## config.mk

```make
export PLATFORM = sky130hd
export DESIGN_NAME = ber_skip_to_end_of_contents_top
export DESIGN_NICKNAME = d
export VERILOG_FILES = /design/src/hdl/besc_pkg.sv /design/src/hdl/besc_parser.sv /design/src/hdl/ber_skip_to_end_of_contents_top.sv
export SDC_FILE = /design/constraint.sdc
export NUM_CORES = 1
export LEC_CHECK = 0
export BUFFER_PORTS_ARGS = -buffer_cell sky130_fd_sc_hd__buf_2
export CAP_MARGIN = 25
export CELL_PAD_IN_SITES_DETAIL_PLACEMENT = 1
export CELL_PAD_IN_SITES_GLOBAL_PLACEMENT = 2
export CORE_ASPECT_RATIO = 2
export CORE_MARGIN = 4
export CORE_UTILIZATION = 39
export CTS_BUF_LIST = sky130_fd_sc_hd__clkbuf_16
export CTS_CLUSTER_DIAMETER = 80
export DETAILED_ROUTE_END_ITERATION = 12
export PLACE_DENSITY_LB_ADDON = 0.1
export SYNTH_ARGS = -nofsm -noshare
export SYNTH_HDL_FRONTEND = slang
export SYNTH_SLANG_ARGS = --single-unit
```

## constraint.sdc

```tcl
create_clock -name clk -period 9.6 [get_ports clk]
set_clock_uncertainty 0.05 [all_clocks]
set_input_delay 0.48 -clock clk [delete_from_list [all_inputs] [get_ports clk]]
set_output_delay 0.48 -clock clk [all_outputs]
set_load 0.1 [all_outputs]
```

## src/hdl/besc_pkg.sv

```systemverilog
`timescale 1ns / 1ps
`default_nettype none
// ----------------------------------------------------------------------------
// besc_pkg
// Shared types and codes for the BER end-of-contents scanner.
// ----------------------------------------------------------------------------
package besc_pkg;

	// Result status codes
	localparam logic [3:0] ST_HDR_BYTE   = 4'd0;
	localparam logic [3:0] ST_HDR_DONE   = 4'd1;
	localparam logic [3:0] ST_CONTENT    = 4'd2;
	localparam logic [3:0] ST_FINISHED   = 4'd3;
	localparam logic [3:0] ST_IDLE       = 4'd4;
	localparam logic [3:0] ST_EOC_LEN    = 4'd5;
	localparam logic [3:0] ST_INDEF_PRIM = 4'd6;
	localparam logic [3:0] ST_LONG_LEN   = 4'd7;
	localparam logic [3:0] ST_NEST_OVF   = 4'd8;

	// Identifier and length octet constants
	localparam logic [4:0] TAG_LONG_FORM  = 5'h1f;
	localparam logic [7:0] LEN_INDEFINITE = 8'h80;

	typedef enum logic [5:0] {
		PH_IDLE     = 6'b000001,
		PH_TAG      = 6'b000010,
		PH_TAG_LONG = 6'b000100,
		PH_LEN      = 6'b001000,
		PH_LEN_LONG = 6'b010000,
		PH_CONTENT  = 6'b100000
	} phase_t;

	typedef struct packed {
		logic [3:0]  status;
		logic [31:0] tag_number;
		logic [1:0]  tag_class;
		logic        constructed;
		logic        indefinite;
		logic [63:0] content_length;
		logic [15:0] nesting_depth;
		logic [63:0] byte_position;
	} besc_result_t;

endpackage
`default_nettype wire

```

## src/hdl/besc_parser.sv

```systemverilog
`timescale 1ns / 1ps
`default_nettype none
// ----------------------------------------------------------------------------
// besc_parser
// Scanner state and the per-byte step: tag, length and content parsing.
// ----------------------------------------------------------------------------
module besc_parser import besc_pkg::*; #(
	parameter int NEST_WIDTH       = 16,
	parameter int MAX_LENGTH_BYTES = 8
) (
	input  wire logic         clk,
	input  wire logic         arst_n,
	input  wire logic         step,
	input  wire logic [7:0]   data_byte,
	input  wire logic         begin_req,
	output besc_result_t      result
);

	phase_t                  phase_q, phase_d;
	logic [31:0]             tag_q, tag_d;
	logic [2:0]              flags_q, flags_d;
	logic [63:0]             len_q, len_d;
	logic [3:0]              len_left_q, len_left_d;
	logic [63:0]             content_left_q, content_left_d;
	logic [NEST_WIDTH-1:0]   nest_q, nest_d;
	logic [63:0]             offset_q, offset_d;
	logic                    indef_q, indef_d;
	logic [3:0]              status;
	logic                    hdr_done;
	logic [63:0]             nest_ext;

	always_comb begin
		phase_d        = phase_q;
		tag_d          = tag_q;
		flags_d        = flags_q;
		len_d          = len_q;
		len_left_d     = len_left_q;
		content_left_d = content_left_q;
		nest_d         = nest_q;
		offset_d       = offset_q;
		indef_d        = indef_q;
		status         = ST_IDLE;
		hdr_done       = 1'b0;

		// Restart abandons any scan in progress
		if (begin_req) begin
			phase_d        = PH_TAG;
			nest_d         = NEST_WIDTH'(1);
			tag_d          = '0;
			flags_d        = '0;
			len_d          = '0;
			len_left_d     = '0;
			content_left_d = '0;
			indef_d        = 1'b0;
		end

		if (phase_d != PH_IDLE) begin
			offset_d = offset_q + 64'd1;
			case (phase_d)
				PH_TAG: begin
					flags_d = data_byte[7:5];
					len_d   = '0;
					indef_d = 1'b0;
					if (data_byte[4:0] == TAG_LONG_FORM) begin
						tag_d   = '0;
						phase_d = PH_TAG_LONG;
					end else begin
						tag_d   = {27'd0, data_byte[4:0]};
						phase_d = PH_LEN;
					end
					status = ST_HDR_BYTE;
				end
				PH_TAG_LONG: begin
					tag_d = {tag_d[24:0], data_byte[6:0]};
					if (!data_byte[7])
						phase_d = PH_LEN;
					status = ST_HDR_BYTE;
				end
				PH_LEN: begin
					if (data_byte == LEN_INDEFINITE) begin
						indef_d  = 1'b1;
						len_d    = '0;
						hdr_done = 1'b1;
					end else if (!data_byte[7]) begin
						len_d    = {56'd0, data_byte};
						hdr_done = 1'b1;
					end else if (data_byte[6:0] > 7'(MAX_LENGTH_BYTES)) begin
						phase_d = PH_IDLE;
						status  = ST_LONG_LEN;
					end else begin
						len_left_d = data_byte[3:0];
						len_d      = '0;
						phase_d    = PH_LEN_LONG;
						status     = ST_HDR_BYTE;
					end
				end
				PH_LEN_LONG: begin
					len_d = {len_d[55:0], data_byte};
					if (len_left_d != 4'd0)
						len_left_d = len_left_d - 4'd1;
					if (len_left_d == 4'd0)
						hdr_done = 1'b1;
					else
						status = ST_HDR_BYTE;
				end
				PH_CONTENT: begin
					if (content_left_d != 64'd0)
						content_left_d = content_left_d - 64'd1;
					if (content_left_d == 64'd0)
						phase_d = PH_TAG;
					status = ST_CONTENT;
				end
				default: begin
					phase_d = PH_IDLE;
					status  = ST_IDLE;
				end
			endcase
		end

		// Act on a completed header
		if (hdr_done) begin
			status = ST_HDR_DONE;
			if (tag_d == 32'd0) begin
				if (indef_d || len_d != 64'd0) begin
					phase_d = PH_IDLE;
					status  = ST_EOC_LEN;
				end else begin
					if (nest_d != '0)
						nest_d = nest_d - NEST_WIDTH'(1);
					if (nest_d == '0) begin
						phase_d = PH_IDLE;
						status  = ST_FINISHED;
					end else begin
						phase_d = PH_TAG;
					end
				end
			end else if (indef_d) begin
				if (!flags_d[0]) begin
					phase_d = PH_IDLE;
					status  = ST_INDEF_PRIM;
				end else if (&nest_d) begin
					phase_d = PH_IDLE;
					status  = ST_NEST_OVF;
				end else begin
					nest_d  = nest_d + NEST_WIDTH'(1);
					phase_d = PH_TAG;
				end
			end else if (len_d == 64'd0) begin
				phase_d = PH_TAG;
			end else begin
				content_left_d = len_d;
				phase_d        = PH_CONTENT;
			end
		end
	end

	always_ff @(posedge clk or negedge arst_n) begin
		if (!arst_n) begin
			phase_q        <= PH_IDLE;
			tag_q          <= '0;
			flags_q        <= '0;
			len_q          <= '0;
			len_left_q     <= '0;
			content_left_q <= '0;
			nest_q         <= '0;
			offset_q       <= '0;
			indef_q        <= 1'b0;
		end else if (step) begin
			phase_q        <= phase_d;
			tag_q          <= tag_d;
			flags_q        <= flags_d;
			len_q          <= len_d;
			len_left_q     <= len_left_d;
			content_left_q <= content_left_d;
			nest_q         <= nest_d;
			offset_q       <= offset_d;
			indef_q        <= indef_d;
		end
	end

	assign nest_ext = 64'(nest_d);

	always_comb begin
		result.status         = status;
		result.tag_number     = tag_d;
		result.tag_class      = flags_d[2:1];
		result.constructed    = flags_d[0];
		result.indefinite     = indef_d;
		result.content_length = len_d;
		result.nesting_depth  = nest_ext[15:0];
		result.byte_position  = offset_d;
	end

endmodule
`default_nettype wire

```

## src/hdl/ber_skip_to_end_of_contents_top.sv

```systemverilog
`timescale 1ns / 1ps
`default_nettype none
// Path: an accepted byte is held in the input register; the scanner state
//   updates in a single pass as its result enters the result register.
// Throughput: one byte per cycle while out_ready does not stall the output.
// Reset: arst_n clears the scanner to idle with all counters at zero.
// ----------------------------------------------------------------------------
// ber_skip_to_end_of_contents_top
// BER byte-stream scanner that skips to the matching end-of-contents.
// ----------------------------------------------------------------------------
module ber_skip_to_end_of_contents_top import besc_pkg::*; #(
	parameter int NEST_WIDTH       = 16,
	parameter int MAX_LENGTH_BYTES = 8
) (
	input  wire logic        clk,
	input  wire logic        arst_n,
	input  wire logic        in_valid,
	output logic             in_ready,
	input  wire logic [7:0]  data_byte,
	input  wire logic        begin_req,
	output logic             out_valid,
	input  wire logic        out_ready,
	output logic [3:0]       status,
	output logic [31:0]      tag_number,
	output logic [1:0]       tag_class,
	output logic             constructed,
	output logic             indefinite,
	output logic [63:0]      content_length,
	output logic [15:0]      nesting_depth,
	output logic [63:0]      byte_position
);

	logic         valid_s1;
	logic [7:0]   byte_s1;
	logic         begin_s1;
	logic         advance;
	besc_result_t res;
	besc_result_t result_q;
	logic         out_valid_q;

	// Move the staged byte into the result register when it is free
	assign advance  = valid_s1 && (!out_valid_q || out_ready);
	assign in_ready = !valid_s1 || advance;

	always_ff @(posedge clk or negedge arst_n) begin
		if (!arst_n) begin
			valid_s1 <= 1'b0;
		end else if (in_ready) begin
			valid_s1 <= in_valid;
		end
	end

	always_ff @(posedge clk) begin
		if (in_valid && in_ready) begin
			byte_s1  <= data_byte;
			begin_s1 <= begin_req;
		end
	end

	besc_parser #(
		.NEST_WIDTH       (NEST_WIDTH),
		.MAX_LENGTH_BYTES (MAX_LENGTH_BYTES)
	) u_parser (
		.clk       (clk),
		.arst_n    (arst_n),
		.step      (advance),
		.data_byte (byte_s1),
		.begin_req (begin_s1),
		.result    (res)
	);

	always_ff @(posedge clk or negedge arst_n) begin
		if (!arst_n) begin
			out_valid_q <= 1'b0;
		end else if (advance) begin
			out_valid_q <= 1'b1;
		end else if (out_ready) begin
			out_valid_q <= 1'b0;
		end
	end

	always_ff @(posedge clk) begin
		if (advance)
			result_q <= res;
	end

	assign out_valid      = out_valid_q;
	assign status         = result_q.status;
	assign tag_number     = result_q.tag_number;
	assign tag_class      = result_q.tag_class;
	assign constructed    = result_q.constructed;
	assign indefinite     = result_q.indefinite;
	assign content_length = result_q.content_length;
	assign nesting_depth  = result_q.nesting_depth;
	assign byte_position  = result_q.byte_position;

endmodule
`default_nettype wire

```

### Word-level counts from Yosys, hierarchy flattened

Cells that the tools add are included.

| storage, ports and cells | value |
|---|---|
| input bits | 13 |
| register bits | 449 |
| logic and storage cells | 139 |

| cells by class | value |
|---|---|
| multiplexer cells | 85 |
| eq/ne operators | 8 |
| add/sub/neg operators | 5 |
| $lt $le $gt $ge | 1 |
| reductions and logical operators | 19 |

Operators by type and width:

| kind | count |
|---|---|
| $mux 64 | 16 |
| $pmux 64 s3 | 1 |
| $mux 16 | 11 |
| $logic_not 64->1 | 2 |
| $reduce_bool 64->1 | 2 |
| $mux 4 | 18 |
| $mux 6 | 12 |
| $add 64x1->64 const B | 1 |
| $mux 32 | 2 |
| $pmux 32 s2 | 1 |
| $sub 64x1->64 const B | 1 |
| $logic_not 32->1 | 1 |
| $pmux 6 s5 | 1 |
| $add 16x1->16 const B | 1 |
| $logic_not 16->1 | 1 |
| $pmux 4 s4 | 1 |
| $reduce_and 16->1 | 1 |
| $reduce_bool 16->1 | 1 |
| $sub 16x1->16 const B | 1 |
| $mux 3 | 5 |
| $mux 5 | 2 |
| $mux 1 | 9 |
| $eq 8x8->1 const B | 1 |
| $pmux 4 s2 | 1 |
| 18 further kinds | 25 |

### Depth between registers and ports, before layout

| logic depth | value |
|---|---|
| depth in word-level cells | 16 |
| mapped depth | 21 |
| gate-level depth less buffers | 12 |

### Cells and area by module

From an unflattened synthesis, not the netlist that was laid out.

| second synthesis, totals | value |
|---|---|
| cells, all modules | 2457 |
| area, all modules | 23984.3 um2 |

Modules (own cells, without submodules):

| module | area each (um2) | instances | cells each |
|---|---|---|---|
| besc_parser | 18084.8 | 1 | 2256 |
| ber_skip_to_end_of_contents_top | 5899.4 | 1 | 201 |

### Worst setup path before layout

OpenSTA, ideal clock, no wires.

| timing | value |
|---|---|
| path kind | register -> register |
| from | reg out_valid_q, in the netlist out_valid |
| to | reg result_q, in the netlist byte_position[0], enable pin |
| required time | 8929 ps |
| library setup time | 621 ps |
| setup slack | 2156 ps |
| buffers on the path | 2 |
| data arrival time | 6773 ps |
| cell stages (with the launch flop) | 6 |
| period minus slack after synthesis | 7444 ps |
| cell sequence | dfrtp_1 -> nand2b_1 -> nand2_2 -> inv_1 -> buf_1 -> clkbuf_1 |

| on the way | value |
|---|---|
| longest elaborated chain between the ends | 3 |

Ends and longest elaborated chain:

| element | RTL line | RTL |
|---|---|---|
| from (decl) | ber_skip_to_end_of_contents_top.sv:39 | `logic out_valid_q;` |
| from (signal assigned) | ber_skip_to_end_of_contents_top.sv:74 | `out_valid_q <= 1'b0;` |
| from (signal assigned) | ber_skip_to_end_of_contents_top.sv:76 | `out_valid_q <= 1'b1;` |
| from (signal assigned) | ber_skip_to_end_of_contents_top.sv:78 | `out_valid_q <= 1'b0;` |
| $logic_not 1->1 | ber_skip_to_end_of_contents_top.sv:42 | `assign advance = valid_s1 && (!out_valid_q \|\| out_ready);` |
| $logic_or 1x1->1 | ber_skip_to_end_of_contents_top.sv:42 |  |
| $logic_and 1x1->1 | ber_skip_to_end_of_contents_top.sv:42 |  |
| via advance | ber_skip_to_end_of_contents_top.sv:36 | `logic advance;` |
| to (signal assigned) | ber_skip_to_end_of_contents_top.sv:84 | `result_q <= res;` |
| to (decl) | ber_skip_to_end_of_contents_top.sv:38 | `besc_result_t result_q;` |

The timed path passes the listed nets, and every way through them passes these cells.
A chain may end at the register's enable or synchronous reset.

### Worst setup path after layout

| timing | value |
|---|---|
| from | reg begin_s1 |
| to | reg u_parser.phase_q[5] |

| on the way | value |
|---|---|
| longest elaborated chain between the ends | 11 |

Ends and longest elaborated chain:

| element | RTL line | RTL |
|---|---|---|
| from (decl) | ber_skip_to_end_of_contents_top.sv:35 | `logic begin_s1;` |
| from (signal assigned) | ber_skip_to_end_of_contents_top.sv:56 | `begin_s1 <= begin_req;` |
| branches (longest 10 deep; another with $sub 64x1->64) | - |  |
| $mux 6 (*) | besc_parser.sv:121 | `if (hdr_done) begin` |
| to (signal assigned) | besc_parser.sv:169 | `phase_q <= phase_d;` |
| to (decl) | besc_parser.sv:19 | `phase_t phase_q, phase_d;` |

Mark *: on every way between the ends. The select of a mux whose other input is x is not followed.

==> results.ini <==
[run_status]
status = finished clean

[setup_path]
crit_family = simple AND/OR/NAND/NOR gates
reg2reg_depth = 14
crit_required_ns = 10.03
critical_path_arrival_ns = 4.96
critical_path.max_fanout = 41
startpoint_type = register
cp.buffers_inverters = 3
cp-end-kind = register
cpMaxStageDelayCell = nor3_1
r2r-end = u_parser.phase_q[5]
crit_chain = buf_4 > inv_2 > buf_4 > nand2_1 > ha_1 > nor2b_1 > nand4_1 > o21a_1 > nor3_1 > o2111ai_1 > nor4b_1 > and4_1 > nand4_1 > a31o_1
r2r_slack_ns = 5.07
critical_path_class = reg -> reg
r2r-start = begin_s1
timing.critical_path.slowest_cell_delay_ns = 0.80

[sta]
max_freq_ghz = 0.221
period_share_pct = 47.2
period_needed_ns = 4.53
finalHoldViolations = 0
rsz0062_at_grt = no
setup-violations-final = 0
drv_slew = 0
tns_ns = 0
max_slew_margin_pct = 25.7
tightestPinTransition_ns = 1.11

[power]
power_leakage_nw = 11.3
p_per_area_mw_per_mm2 = 202
power.total_mw = 5.38
ir_drop_v = 0.000139

[cts]
cts_made_buffers = 43
cts_sinks = 449
post_cts_buffers = 0
cts_tree = built
cts.path.max_buffers = 3
ctsHoldBuffers = 6
ctsResizeCount = 0
ctsHtreeMaxLevel = 2
clock_latency_ns = 0.60
cts_root_buf = clkbuf_16
clkTransAtPathRegs_ns = 0.07

[synth]
postSynthCellCount = 2428
ys.flop_type = dfrtp_1
synth_top_cell_area_share_pct = 27.1
synth_enable_flop_cells = 193
netlist_area_mm2 = 0.0236
synth_warnings = 0
synth-seq-area-share_pct = 51.8
synth_nets = 2446
ys_types = 106
yosysTopAreaCell = dfrtp_1
syn_avg_cell_area_um2 = 9.70
synth.area.top_cells = dfrtp_1, edfxtp_1, nand2_1
yosys.cell_count.top_type = nand2_1
synthArstFlopShare_pct = 57.0
ys_top_cells_by_count = nand2_1, dfrtp_1, edfxtp_1, nor2_1, o21ai_0
ys_seq_elements = 449

[die]
start_util_pct = 39.3
fp.dieArea_mm2 = 0.0646
num_rows = 127
die_h_um = 356
io_pins = 199
coreArea_mm2 = 0.0599
fp.dieW_um = 182

[job]
drv_cap = 0

[global_route]
grt_pass1_vias = 21330
grt_max_degree = 187
grt_pass1_wl_um = 138000
grt_overflow = 0
grtUsageTotal_pct = 27.9
antenna_found_initial = 0

[drt]
drc_errors = 0
drt_first_pass_iters = 5
wl_per_cell_um = 27.3
drt_iter0_drc = 1261
ant_nets = 0
vias = 19985
routed_wirelength_um = 91800
via_per_inst = 5.94

[worst_hold_path]
hp-start = data_byte[0]
min_to = byte_s1[0]
hp-class = in -> reg
holdPathStages = 1

[final_layout]
nets = 2571
antennaDiodeCount = 0
drive_above_1_share_pct = 14.3
synthToLayoutAreaGrowth_pct = 12.9

[placed_design]
gp_congestion = 0.990
io_buffer_count = 198
dp_hpwl_um = 67800

## worst register-to-register path: cells and delay by family, from the launching register on
kind / cells / cell delay, ns
AO/OA/AOI/OAI: 3 / 0.93
adder cells (fa/ha/maj): 1 / 0.20
buffers and inverters: 3 / 0.72
flip-flops: 1 / 0.36
AND/OR/NAND/NOR: 7 / 2.14
## worst max path at each step
stage	from	endpoint	slack (ns)	cells after the start
after global routing	begin_s1	nesting_depth[2]	4.82	10
final	begin_s1	u_parser.phase_q[5]	5.07	14
after detailed placement	begin_s1	u_parser.nest_q[13]	5.15	10
after floorplan	out_valid	byte_position[0]	2.16	5
after global placement	begin_s1	nesting_depth[13]	5.23	13
after CTS	begin_s1	u_parser.phase_q[5]	5.11	14
## metrics by stage
step / utilization (%) / cells / setup slack [ns] / cell area, µm² / hold slack (ns)
global route: 44.4 / 3362 / 4.82 / 26600 / 0.0251
finish: 44.4 / 3362 / 5.07 / 26600 / 0.0381
global placement: 41.9 / 3272 / 5.23 / 25100 / 0.412
CTS: 44.3 / 3359 / 5.11 / 26600 / 0.00191
floorplan: - / 2428 / 2.16 / 23600 / 0.134
detailed placement: 41.9 / 3273 / 5.15 / 25100 / 0.422
## sequential cells by signal, summed over array words and instances, names as in the netlist, 8 cells and up
name	cells
byte_position	64
u_parser.tag_q	32
u_parser.content_left_q	64
content_length	64
byte_s1	8
u_parser.offset_q	64
tag_number	32
u_parser.len_q	64
u_parser.nest_q	16
nesting_depth	16
## power by group
| part | switching [mW] | internal [mW] | total [mW] | leakage (nW) |
|---|---|---|---|---|
| Clock | 0.800 | 0.935 | 1.73 | 0.699 |
| Combinational | 1.07 | 0.302 | 1.38 | 5.23 |
| Sequential | 0.130 | 2.14 | 2.27 | 5.40 |
| Total | 2.01 | 3.38 | 5.38 | 11.3 |
## kinds of logic after synthesis
family | after synthesis | share of synthesized area, %
simple gates | 1002 | 20.4
mux | 27 | 1.21
flops | 449 | 51.8
xor+xnor | 138 | 5.13
buf+inv | 233 | 4.35
fa+ha+maj | 5 | 0.266
compound gates | 574 | 16.8
## cells in the final DEF (no fill, tap or decap), drive strengths merged, types with 63 or more instances in the layout
| cell | synthesis | layout |
|---|---|---|
| nand2 | 435 | 435 |
| dfrtp | 255 | 255 |
| buf | 35 | 232 |
| edfxtp | 193 | 193 |
| nor2 | 189 | 189 |
| o21ai | 128 | 128 |
| a21oi | 100 | 100 |
| inv | 73 | 85 |
| xnor2 | 80 | 80 |
| nor3 | 71 | 71 |
| a22o | 68 | 68 |
| nand3 | 65 | 65 |
| nor4 | 63 | 63 |
## cell type report
cell class	instances	area, µm²
Fill cell	6744	33300
Sequential cell	449	12200
Multi-Input combinational cell	1746	10400
Timing Repair Buffer	239	1360
Clock buffer	43	1080
Tap cell	774	968
Clock inverter	37	319
Inverter	74	285
## routing by layer
metal,share of wire [%],track usage [%]
met5,0,0
met4,8.8,20.5
met3,3.1,3.13
met2,55,53.3
met1,33,27.0
Power figures use the tool's default switching activity.
